$ cat src/rtl/spq_pkg.sv
// shared types and constants of the stable priority queue
package spq_pkg;

	localparam int DATA_W = 32;
	localparam int PRI_W  = 3;
	localparam int OCC_W  = 5;

	typedef enum logic {
		OP_INSERT = 1'b0,
		OP_REMOVE = 1'b1
	} op_t;

	typedef enum logic [2:0] {
		ST_INSERTED = 3'd0,
		ST_REMOVED  = 3'd1,
		ST_EMPTY    = 3'd2,
		ST_FULL     = 3'd3,
		ST_BADPRI   = 3'd4
	} status_t;

endpackage

$ cat src/rtl/spq_if.sv
// request and response channel interfaces of the stable priority queue
interface spq_req_if;
	logic                              valid;
	logic                              ready;
	logic                              operation;
	logic signed [spq_pkg::DATA_W-1:0] data_value;
	logic [spq_pkg::PRI_W-1:0]         priority_req;

	modport source (output valid, output operation, output data_value,
		output priority_req, input ready);
	modport sink (input valid, input operation, input data_value,
		input priority_req, output ready);
endinterface

interface spq_rsp_if;
	logic                              valid;
	logic                              ready;
	spq_pkg::status_t                  status;
	logic signed [spq_pkg::DATA_W-1:0] removed_value;
	logic [spq_pkg::OCC_W-1:0]         occupancy;

	modport source (output valid, output status, output removed_value,
		output occupancy, input ready);
	modport sink (input valid, input status, input removed_value,
		input occupancy, output ready);
endinterface

$ cat src/rtl/spq_ram.sv
// generic simple dual-port ram with registered read
module spq_ram #(
	parameter int WIDTH = 32,
	parameter int DEPTH = 16,
	parameter int AW    = $clog2(DEPTH)
) (
	input  logic             clk,
	input  logic             we,
	input  logic [AW-1:0]    waddr,
	input  logic [WIDTH-1:0] wdata,
	input  logic             re,
	input  logic [AW-1:0]    raddr,
	output logic [WIDTH-1:0] rdata
);

	logic [WIDTH-1:0] mem_q [DEPTH];
	logic [WIDTH-1:0] rdata_q;

	always_ff @(posedge clk) begin
		if (we) begin
			mem_q[waddr] <= wdata;
		end
		if (re) begin
			rdata_q <= mem_q[raddr];
		end
	end

	assign rdata = rdata_q;

endmodule

$ cat src/rtl/stable_priority_queue_core.sv
// top level of the stable priority queue: per-level fifos in one ram
//
// usage: requests arrive on the req channel (operation, data_value,
// priority_req) and every request gives exactly one response on the rsp
// channel (status, removed_value, occupancy). an insert puts its word behind
// all stored words of equal or higher priority; a remove returns the oldest
// word of the highest priority. bad priority is checked before full.
// storage: one ram holds a circular fifo per priority level; head, tail and
// count of each level live in flops, so finding the top level is a small
// priority encoder over the per-level non-empty flags.
// timing: a transfer enters the work state and registers the ram read of
// the single read port, whose data is only available the cycle after the
// transfer; no new request is taken until the response enters the output
// register, but one is taken while that response still waits on rsp.
// reset: all levels empty, stored count zero; the ram is not cleared, since
// only written slots are ever read.
// stall: while rsp.ready is low the response holds in the output register;
// one more request may be taken and is parked until the output frees up.
module stable_priority_queue_core #(
	parameter int CAPACITY     = 16,
	parameter int TOP_PRIORITY = 5
) (
	input  logic        clk,
	input  logic        arst_n,
	spq_req_if.sink     req,
	spq_rsp_if.source   rsp
);

	localparam int NLEV  = TOP_PRIORITY + 1;
	localparam int LVW   = $clog2(NLEV);
	localparam int IW    = $clog2(CAPACITY);
	localparam int CW    = $clog2(CAPACITY + 1);
	localparam int AW    = LVW + IW;
	localparam int DEPTH = NLEV * (2 ** IW);

	typedef enum logic {
		S_IDLE,
		S_WORK
	} state_t;

	state_t state_q;

	// per-level fifo bookkeeping
	logic [IW-1:0] head_q [NLEV];
	logic [IW-1:0] tail_q [NLEV];
	logic [CW-1:0] lcnt_q [NLEV];
	logic [CW-1:0] count_q;

	// item held between transfer and response
	spq_pkg::status_t status_s1;
	logic             taken_s1;

	// output register
	logic                              out_valid_q;
	spq_pkg::status_t                  status_q;
	logic signed [spq_pkg::DATA_W-1:0] value_q;
	logic [spq_pkg::OCC_W-1:0]         occ_q;

	logic                       accept;
	logic                       is_insert;
	logic                       bad_pri;
	logic                       full;
	logic                       empty;
	logic                       insert_ok;
	logic                       remove_ok;
	logic [LVW-1:0]             top_lvl;
	logic [LVW-1:0]             sel_lvl;
	logic [IW-1:0]              sel_head;
	logic [IW-1:0]              sel_tail;
	logic [CW-1:0]              sel_cnt;
	logic [IW-1:0]              head_nxt;
	logic [IW-1:0]              tail_nxt;
	logic [AW-1:0]              waddr;
	logic [AW-1:0]              raddr;
	logic [spq_pkg::DATA_W-1:0] rdata;
	logic                       load_out;
	spq_pkg::status_t           status_d;

	assign accept    = req.valid && req.ready;
	assign is_insert = (req.operation == spq_pkg::OP_INSERT);
	assign bad_pri   = 32'(req.priority_req) > TOP_PRIORITY;
	assign full      = (count_q == CW'(CAPACITY));
	assign empty     = (count_q == '0);
	assign insert_ok = accept && is_insert && !bad_pri && !full;
	assign remove_ok = accept && !is_insert && !empty;

	// highest level holding a word
	always_comb begin
		top_lvl = '0;
		for (int l = 0; l < NLEV; l++) begin
			if (lcnt_q[l] != '0) begin
				top_lvl = LVW'(l);
			end
		end
	end

	assign sel_lvl  = is_insert ? LVW'(req.priority_req) : top_lvl;
	assign sel_head = head_q[sel_lvl];
	assign sel_tail = tail_q[sel_lvl];
	assign sel_cnt  = lcnt_q[sel_lvl];

	// circular index advance, wraps at capacity
	assign head_nxt = (sel_head == IW'(CAPACITY - 1)) ? '0 : sel_head + IW'(1);
	assign tail_nxt = (sel_tail == IW'(CAPACITY - 1)) ? '0 : sel_tail + IW'(1);

	assign waddr = {sel_lvl, sel_tail};
	assign raddr = {sel_lvl, sel_head};

	always_comb begin
		if (is_insert) begin
			if (bad_pri) begin
				status_d = spq_pkg::ST_BADPRI;
			end else if (full) begin
				status_d = spq_pkg::ST_FULL;
			end else begin
				status_d = spq_pkg::ST_INSERTED;
			end
		end else begin
			status_d = empty ? spq_pkg::ST_EMPTY : spq_pkg::ST_REMOVED;
		end
	end

	spq_ram #(
		.WIDTH (spq_pkg::DATA_W),
		.DEPTH (DEPTH),
		.AW    (AW)
	) u_ram (
		.clk   (clk),
		.we    (insert_ok),
		.waddr (waddr),
		.wdata (req.data_value),
		.re    (remove_ok),
		.raddr (raddr),
		.rdata (rdata)
	);

	assign load_out = (state_q == S_WORK) && (!out_valid_q || rsp.ready);

	always_ff @(posedge clk or negedge arst_n) begin
		if (!arst_n) begin
			state_q     <= S_IDLE;
			count_q     <= '0;
			out_valid_q <= 1'b0;
			status_s1   <= spq_pkg::ST_INSERTED;
			taken_s1    <= 1'b0;
			status_q    <= spq_pkg::ST_INSERTED;
			value_q     <= '0;
			occ_q       <= '0;
			for (int l = 0; l < NLEV; l++) begin
				head_q[l] <= '0;
				tail_q[l] <= '0;
				lcnt_q[l] <= '0;
			end
		end else begin
			case (state_q)
				S_IDLE: begin
					if (accept) begin
						status_s1 <= status_d;
						taken_s1  <= remove_ok;
						state_q   <= S_WORK;
					end
					if (insert_ok) begin
						tail_q[sel_lvl] <= tail_nxt;
						lcnt_q[sel_lvl] <= sel_cnt + CW'(1);
						count_q         <= count_q + CW'(1);
					end
					if (remove_ok) begin
						head_q[sel_lvl] <= head_nxt;
						lcnt_q[sel_lvl] <= sel_cnt - CW'(1);
						count_q         <= count_q - CW'(1);
					end
				end
				S_WORK: begin
					if (load_out) begin
						state_q <= S_IDLE;
					end
				end
				default: begin
					state_q <= S_IDLE;
				end
			endcase

			// output register, ram data is valid in the work state
			if (load_out) begin
				out_valid_q <= 1'b1;
				status_q    <= status_s1;
				value_q     <= taken_s1 ? rdata : '0;
				occ_q       <= spq_pkg::OCC_W'(count_q);
			end else if (rsp.ready) begin
				out_valid_q <= 1'b0;
			end
		end
	end

	assign req.ready         = (state_q == S_IDLE);
	assign rsp.valid         = out_valid_q;
	assign rsp.status        = status_q;
	assign rsp.removed_value = value_q;
	assign rsp.occupancy     = occ_q;

	// stored count stays within capacity
	a_count_bound: assert property (@(posedge clk) disable iff (!arst_n)
		count_q <= CW'(CAPACITY))
		else $error("stored count above capacity");

	// a transfer always moves the block into the work state
	a_accept_work: assert property (@(posedge clk) disable iff (!arst_n)
		accept |=> (state_q == S_WORK))
		else $error("transfer did not start work");

	// only a successful remove returns a nonzero word
	a_value_zero: assert property (@(posedge clk) disable iff (!arst_n)
		(rsp.valid && (rsp.status != spq_pkg::ST_REMOVED)) |-> (rsp.removed_value == '0))
		else $error("nonzero value on a response that removed nothing");

	// an insert that was taken raises the stored count by one
	a_insert_count: assert property (@(posedge clk) disable iff (!arst_n)
		insert_ok |=> (count_q == $past(count_q) + CW'(1)))
		else $error("insert did not raise stored count");

endmodule

$ cat src/flat_wrapper.sv
// flat-port wrapper written by rule: the top's interface ports become plain ports
module stable_priority_queue_core_flat 
#(
	parameter int CAPACITY     = 16,
	parameter int TOP_PRIORITY = 5
)
  (clk, arst_n, req_valid, req_operation, req_data_value, req_priority_req, req_ready, rsp_valid, rsp_status, rsp_removed_value, rsp_occupancy, rsp_ready);
  spq_req_if req_i ();
  spq_rsp_if rsp_i ();
  input  logic clk;
  input  logic arst_n;
  input wire logic [$bits(req_i.valid)-1:0] req_valid;
  input wire logic [$bits(req_i.operation)-1:0] req_operation;
  input wire logic [$bits(req_i.data_value)-1:0] req_data_value;
  input wire logic [$bits(req_i.priority_req)-1:0] req_priority_req;
  output wire logic [$bits(req_i.ready)-1:0] req_ready;
  output wire logic [$bits(rsp_i.valid)-1:0] rsp_valid;
  output wire logic [$bits(rsp_i.status)-1:0] rsp_status;
  output wire logic [$bits(rsp_i.removed_value)-1:0] rsp_removed_value;
  output wire logic [$bits(rsp_i.occupancy)-1:0] rsp_occupancy;
  input wire logic [$bits(rsp_i.ready)-1:0] rsp_ready;
  assign req_i.valid = req_valid;
  assign req_i.operation = req_operation;
  assign req_i.data_value = req_data_value;
  assign req_i.priority_req = req_priority_req;
  assign req_ready = req_i.ready;
  assign rsp_valid = rsp_i.valid;
  assign rsp_status = rsp_i.status;
  assign rsp_removed_value = rsp_i.removed_value;
  assign rsp_occupancy = rsp_i.occupancy;
  assign rsp_i.ready = rsp_ready;
  stable_priority_queue_core #(.CAPACITY(CAPACITY), .TOP_PRIORITY(TOP_PRIORITY)) u_core (.clk(clk), .arst_n(arst_n), .req(req_i), .rsp(rsp_i));
endmodule
$ cat config.mk
export PLATFORM = sky130hd
export DESIGN_NAME = stable_priority_queue_core_flat
export DESIGN_NICKNAME = d
export VERILOG_FILES = /design/src/rtl/spq_pkg.sv /design/src/rtl/spq_if.sv /design/src/rtl/spq_ram.sv /design/src/rtl/stable_priority_queue_core.sv /design/src/flat_wrapper.sv
export SDC_FILE = /design/constraint.sdc
export NUM_CORES = 2
export LEC_CHECK = 0
export ABC_AREA = 1
export BUFFER_PORTS_ARGS = -buffer_cell sky130_fd_sc_hd__buf_2
export CAP_MARGIN = 0
export CORE_MARGIN = 2
export CORE_UTILIZATION = 50
export DETAILED_ROUTE_END_ITERATION = 8
export GPL_TIMING_DRIVEN = 1
export PLACE_DENSITY = 0.67
export RECOVER_POWER = 25
export SETUP_SLACK_MARGIN = 0.05
export SLEW_MARGIN = 20
export SYNTH_ARGS = -nofsm -noshare
export SYNTH_HDL_FRONTEND = slang
export SYNTH_SLANG_ARGS = --single-unit
export TNS_END_PERCENT = 30
$ cat constraint.sdc
create_clock -name clk -period 5.6 [get_ports clk]
set_input_delay 1.68 -clock clk [delete_from_list [all_inputs] [get_ports clk]]
set_output_delay 1.68 -clock clk [all_outputs]
set_load 0.01 [all_outputs]
# Word level (Yosys, flattened, before mapping)
# Memories as Yosys holds them, arrays and structs flattened. A register that Yosys moved wholly into a read port is not among the register bits.
# Index checks and enable logic that the tools add are counted.
[totals] latchBits=0 mem_count=1 regBits=129 romBits=0 wordCells=109 output_inout_bits=42 mem_bits_rw=3072
[memory_table] name="u_core.u_ram.mem_q" words=96 width=32 read_ports=1 rd_clocked_by_memory_dff=1 wr=1 line="spq_ram.sv:16" source="logic [WIDTH-1:0] mem_q [DEPTH];"
[classes] n_div=0 n_mux=42 n_reduce_logical=25 n_lt_le_gt_ge=3 eq_ne=3 addsub=6 n_shift=0 bitwise=3 mul=0
[op_table] op="$mux W30" count=3
[op_table] op="$bwmux W30" count=2
[op_table] op="$bwmux W24" count=2
[op_table] op="$mux W32" count=1
[op_table] op="$mux W4" count=7
[op_table] op="$mux W5" count=5
[op_table] op="$reduce_bool A5 Y1" count=5
[op_table] op="$bmux W4 S3" count=2
[op_table] op="$mux W3" count=7
[op_table] op="$bmux W5 S3" count=1
[op_table] op="$demux W5 S3" count=1
[op_table] op="$demux W4 S3" count=1
[op_table] op="$add A5 B1 Y5 const B" count=2
[op_table] op="$sub A5 B1 Y5 const B" count=2
[op_table] op="$add A4 B1 Y4 const B" count=2
[op_table] op="$eq A4 B4 Y1 const B" count=2
[op_table] op="$logic_and A1 B1 Y1" count=8
[op_table] op="$reduce_and A2 Y1" count=4
[op_table] op="$mux W1" count=7
[op_table] op="$eq A5 B5 Y1 const B" count=1
[op_table] op="$logic_not A5 Y1" count=1
[op_table] op="$ge A4 B4 Y1 const B" count=1
[op_table] op="$logic_not A1 Y1" count=4
[op_table] op="$lt A4 B1 Y1 const B" count=1
[op_table] op="other kinds (7)" count=10

# Logic depth before layout (Yosys ltp)
[depth] word_depth=17 mapped_depth=26 depth_no_buf=22

# Hierarchy
# A second synthesis with hierarchy kept.
[unflattened] hier_cells=11152 area_unflattened_um2=131167.0
[by_module_without_submodules] mod="spq_ram" area_each_um2=124326.7 instances=1 cells_each=10291
[by_module_without_submodules] mod="stable_priority_queue_core" area_each_um2=6840.3 instances=1 cells_each=861

# Worst setup path after synthesis
# No wires, ideal clock.
[synth_path] kind="input-to-reg" start="in req_operation" end="mem u_core.u_ram.mem_q[42][0], enable pin" path_slack_ps=-481 stages=14 required_ps=5139 setup_time_ps=461 path_buffers=2 arrival_time_ps=5620 path_cell_list="inv_2 -> nor2_2 -> nand3_2 -> inv_1 -> nand2_2 -> nand2_4 -> buf_6 -> nor2_2 -> clkbuf_1 -> a221oi_1 -> nand3_2 -> nor2_1 -> nand2_1 -> nor3_1"
[synth_between] elab_chain_len=6
[synth_lines] item="from (decl)" line="flat_wrapper.sv:13" source="input wire logic [$bits(req_i.operation)-1:0] req_operation;"
[synth_lines] item="branches (longest 6 deep; another with $not A3 Y4)"
[synth_lines] item="to (decl)" line="spq_ram.sv:16"
# Parallel ways; which one is timed is not known. The select of a mux whose other input is x is not followed.

# Worst setup path in the final report
[layout_path] start="in req_data_value[6]" end="mem u_core.u_ram.mem_q[84][6] (data pin)"
[layout_rtl] item="from (decl)" line="flat_wrapper.sv:14" source="input wire logic [$bits(req_i.data_value)-1:0] req_data_value;"
# Straight into the memory's write port.

==> impl_metrics.csv <==
group,metric,value,unit
floorplanning,core-area,0.279,mm^2
cts,cts_root_buffer,"clkbuf_16",
synth,yosysSeqAreaShare,0.689,
timing,min_period,5.08,ns
worst_setup_path,path_max_fanout,65,
worst_setup_path,startpoint_type,"input port",
synth,netlist.area_leader.share,0.666,
floorplanning,fp-row-count,194,
cts,numCtsBuffers,339,
routing,viasPerCell,5.89,
routing,drt_first_iter_violations,14000,
global_route,grt_pass1_wl,619000,um
worst_hold_path,min_from,"u_core.rsp.removed_value[12]$_DFFE_PN0P_",
routing,antenna_left,0,
run_status,failed_checks,"max-capacitance violations, max-slew violations",
job,drv_cap,34,
synth,syn_nets,12500,
worst_hold_path,hp-class,"reg2reg",
timing,setup-violations-final,0,
placed_design,placed_area,0.149,mm^2
timing,relSlewSlack,-2.08,
worst_setup_path,path_cells,"clkbuf_1 -> buf_4",
cts,holdBufCountCts,0,
pwr,power,68.4,mW
synth,postSynthCellCount,12500,
finish,final_cell_area,0.159,mm^2
worst_setup_path,crit_start,"req_data_value[6]",
cts,clk_pin_slew,0.06,ns
routing,post_drt_wl_per_cell,25.6,um
global_route,grt_pass1_vias,93000,
worst_setup_path,crit_family,"buffers and inverters",
pwr,power_density,430,mW/mm^2
worst_setup_path,regToRegSetupSlack,1.03,ns
placed_design,hpwlAfterDp,248000,um
timing,rsz0062_at_grt,"no",
worst_setup_path,reg2reg_depth,23,
floorplanning,die_area,0.284,mm^2
placed_design,io_buffer_count,81,
pwr,irDropWorstVdd,0.265,mV
worst_setup_path,slowest_stage,"clkbuf_1",
worst_setup_path,reg2reg_from,"u_core.lcnt_q[18]$_DFFE_PN0N_",
worst_setup_path,critPathBufInv,2,
timing,hold_viol,0,
floorplanning,die_w,533,um
routing,wl,424000,um
finish,area_growth,13.8,%
synth,avgSynthCellArea,11.2,um^2
cts,post-cts-setup-buffer-count,0,
floorplanning,boundaryPins,82,
synth,synth_seq_cells,3233,
synth,synth_cell_type_count,43,
synth,synthTopCellsByCount,"edfxtp_1 (3104), nand2_1 (2539), nand3_1 (2524)",
synth,synth_edf_count,3104,
synth,synth_most_common_cell,"edfxtp_1",
placed_design,gp_congestion,0.906,
cts,htreeDepth,5,
floorplanning,fp.dieH,533,um
timing,finalCritPeriodShare,0.908,
synth,synth_area_leaders,"edfxtp_1 (67%), nand3_1 (9.0%), nand2_1 (6.8%)",
finish,postLayoutCoreUtil,0.571,
timing,worst_pin_slew,4.62,ns
timing,clock.fmax,197,MHz
synth,syn-cell-area,0.140,mm^2
worst_setup_path,critPathArrivalTime,5.68,ns
timing,tns,0,ns
floorplanning,start_util,0.502,
routing,routed-via-count,97600,
global_route,grt_usage,0.293,
global_route,grt_max_degree,116,
finish,drive_gt1_frac,0.0891,
worst_setup_path,r2r_end,"u_core.u_ram.rdata[23]$_DFFE_PP_",
finish,layout.nets,12600,
global_route,gr-total-overflow,0,
cts,cts_tree,"built",
cts,cts_resized,0,
timing,drv_slew,2107,
worst_setup_path,worstPathRequired,6.19,ns
worst_setup_path,cpPeakStageDelay,3.05,ns
worst_setup_path,critPathKind,"in2reg",
routing,first_pass_iters,6,
pwr,power_leakage,61.8,nW
cts,clock_path_buffers,4,
synth,synth_top_cell_by_area,"edfxtp_1",
global_route,antenna_found_initial,26,
cts,cts.sinks,3233,
worst_hold_path,min_delay_path_depth,2,
synth,synthArstFlopShare,0.0399,
worst_hold_path,min_to,"u_core.rsp.removed_value[12]$_DFFE_PN0P_",
timing,skew,0.0751,ns
worst_setup_path,worstSetupEndpointType,"flip-flop",
run_status,status,"complete, but fails checks",
synth,yosys_warnings,0,
cts,insertion_delay,0.92,ns
synth,synth_ff_type,"edfxtp_1",
routing,drc,0,
[cells by family after synthesis]
| family | synth area share |
|---|---|
| AOI/OAI and AO/OA | 0.0281 |
| DFF | 0.689 |
| adders and majority gates | 0.000769 |
| buffers and inverters | 0.0730 |
| xor gates and xnor gates | 0.000563 |
| and+or+nand+nor | 0.209 |
[registers in the layout (all words and copies together), names as in the netlist]
| signal | count |
|---|---|
| u_core.u_ram.mem_q | 3072 |
| u_core.rsp.removed_value | 32 |
| u_core.u_ram.rdata | 32 |
| u_core.lcnt_q | 30 |
| u_core.head_q | 24 |
| u_core.tail_q | 24 |
| u_core.count_q | 5 |
| u_core.rsp.occupancy | 5 |
| u_core.rsp.status | 3 |
| u_core.status_s1 | 3 |
| u_core.rsp.valid | 1 |
| u_core.state_q | 1 |
| u_core.taken_s1 | 1 |
[report_power, final]
group          switching [mW]  internal [mW]  total, mW
Clock                    9.39           12.8       22.2
Combinational            13.3           5.60       18.9
Sequential              0.389           27.0       27.4
Total                    23.0           45.4       68.4
[per-stage QoR]
| step | worst slack [ns] | hold slack [ns] | cells |
|---|---|---|---|
| after detailed placement | -0.0594 | 0.468 | 16000 |
| after global placement | -0.0380 | 0.464 | 16000 |
| after CTS | 0.868 | 0.483 | 16600 |
| final | 0.515 | 0.483 | 16600 |
| after floorplan | -0.442 | 0.444 | 12500 |
| after global routing | 0.403 | 0.518 | 16600 |
[worst max-delay path by stage]
stage | depth (start not counted) | endpoint
after floorplan | 14 | u_core.u_ram.mem_q[41][0]$_DFFE_PP_
after global placement | 25 | u_core.u_ram.rdata[5]$_DFFE_PP_
after detailed placement | 25 | u_core.u_ram.rdata[5]$_DFFE_PP_
after CTS | 25 | u_core.u_ram.rdata[5]$_DFFE_PP_
after global routing | 2 | u_core.u_ram.mem_q[95][13]$_DFFE_PP_
final | 2 | u_core.u_ram.mem_q[84][6]$_DFFE_PP_
[routing by layer]
layer	vias up	GRT usage	wire (um)
met4	16	0.141	22600
met2	5721	0.457	193000
li1	43100	-	-
met5	-	0	119
met1	47800	0.403	163000
met3	951	0.0445	44400
[area by class of cell]
type	count	area, um^2
diodes	11	27.5
multi-input cells	6697	34100
clock inverters	179	1770
inverters	1731	6520
fillers	22200	120000
well taps	3724	4660
clock buffers	431	9000
flip-flops and latches	3233	96400
repair buffers	573	6750
[cells in the final DEF, fill, tap and decap left out, types with 3 or more instances in the layout]
cell type	netlist	layout
edfxtp_1	3104	3104
nand2_1	2539	2538
nand3_1	2524	2524
inv_1	1713	1712
nand3b_1	802	802
o211ai_1	360	360
clkbuf_16	0	346
buf_4	9	276
buf_12	0	215
o21ai_0	162	162
dfrtp_1	129	128
clkbuf_1	216	116
nor2_4	5	101
nor2_1	186	92
clkinv_1	4	68
clkinv_2	1	54
buf_2	531	48
bufinv_16	0	30
a21oi_1	28	27
o22ai_1	24	24
inv_2	13	12
diode_2	0	11
clkinvlp_4	0	11
o21ai_1	9	9
ha_1	7	7
inv_6	0	7
nand2_2	8	6
inv_16	0	6
xor2_1	6	6
nand4_1	5	5
nand2_8	0	4
clkinv_4	0	4
nand3_2	3	3
nand2_4	4	3
xnor2_1	3	3
nor3_1	5	3
clkinv_8	0	3
Power figures use the tool's default switching activity.
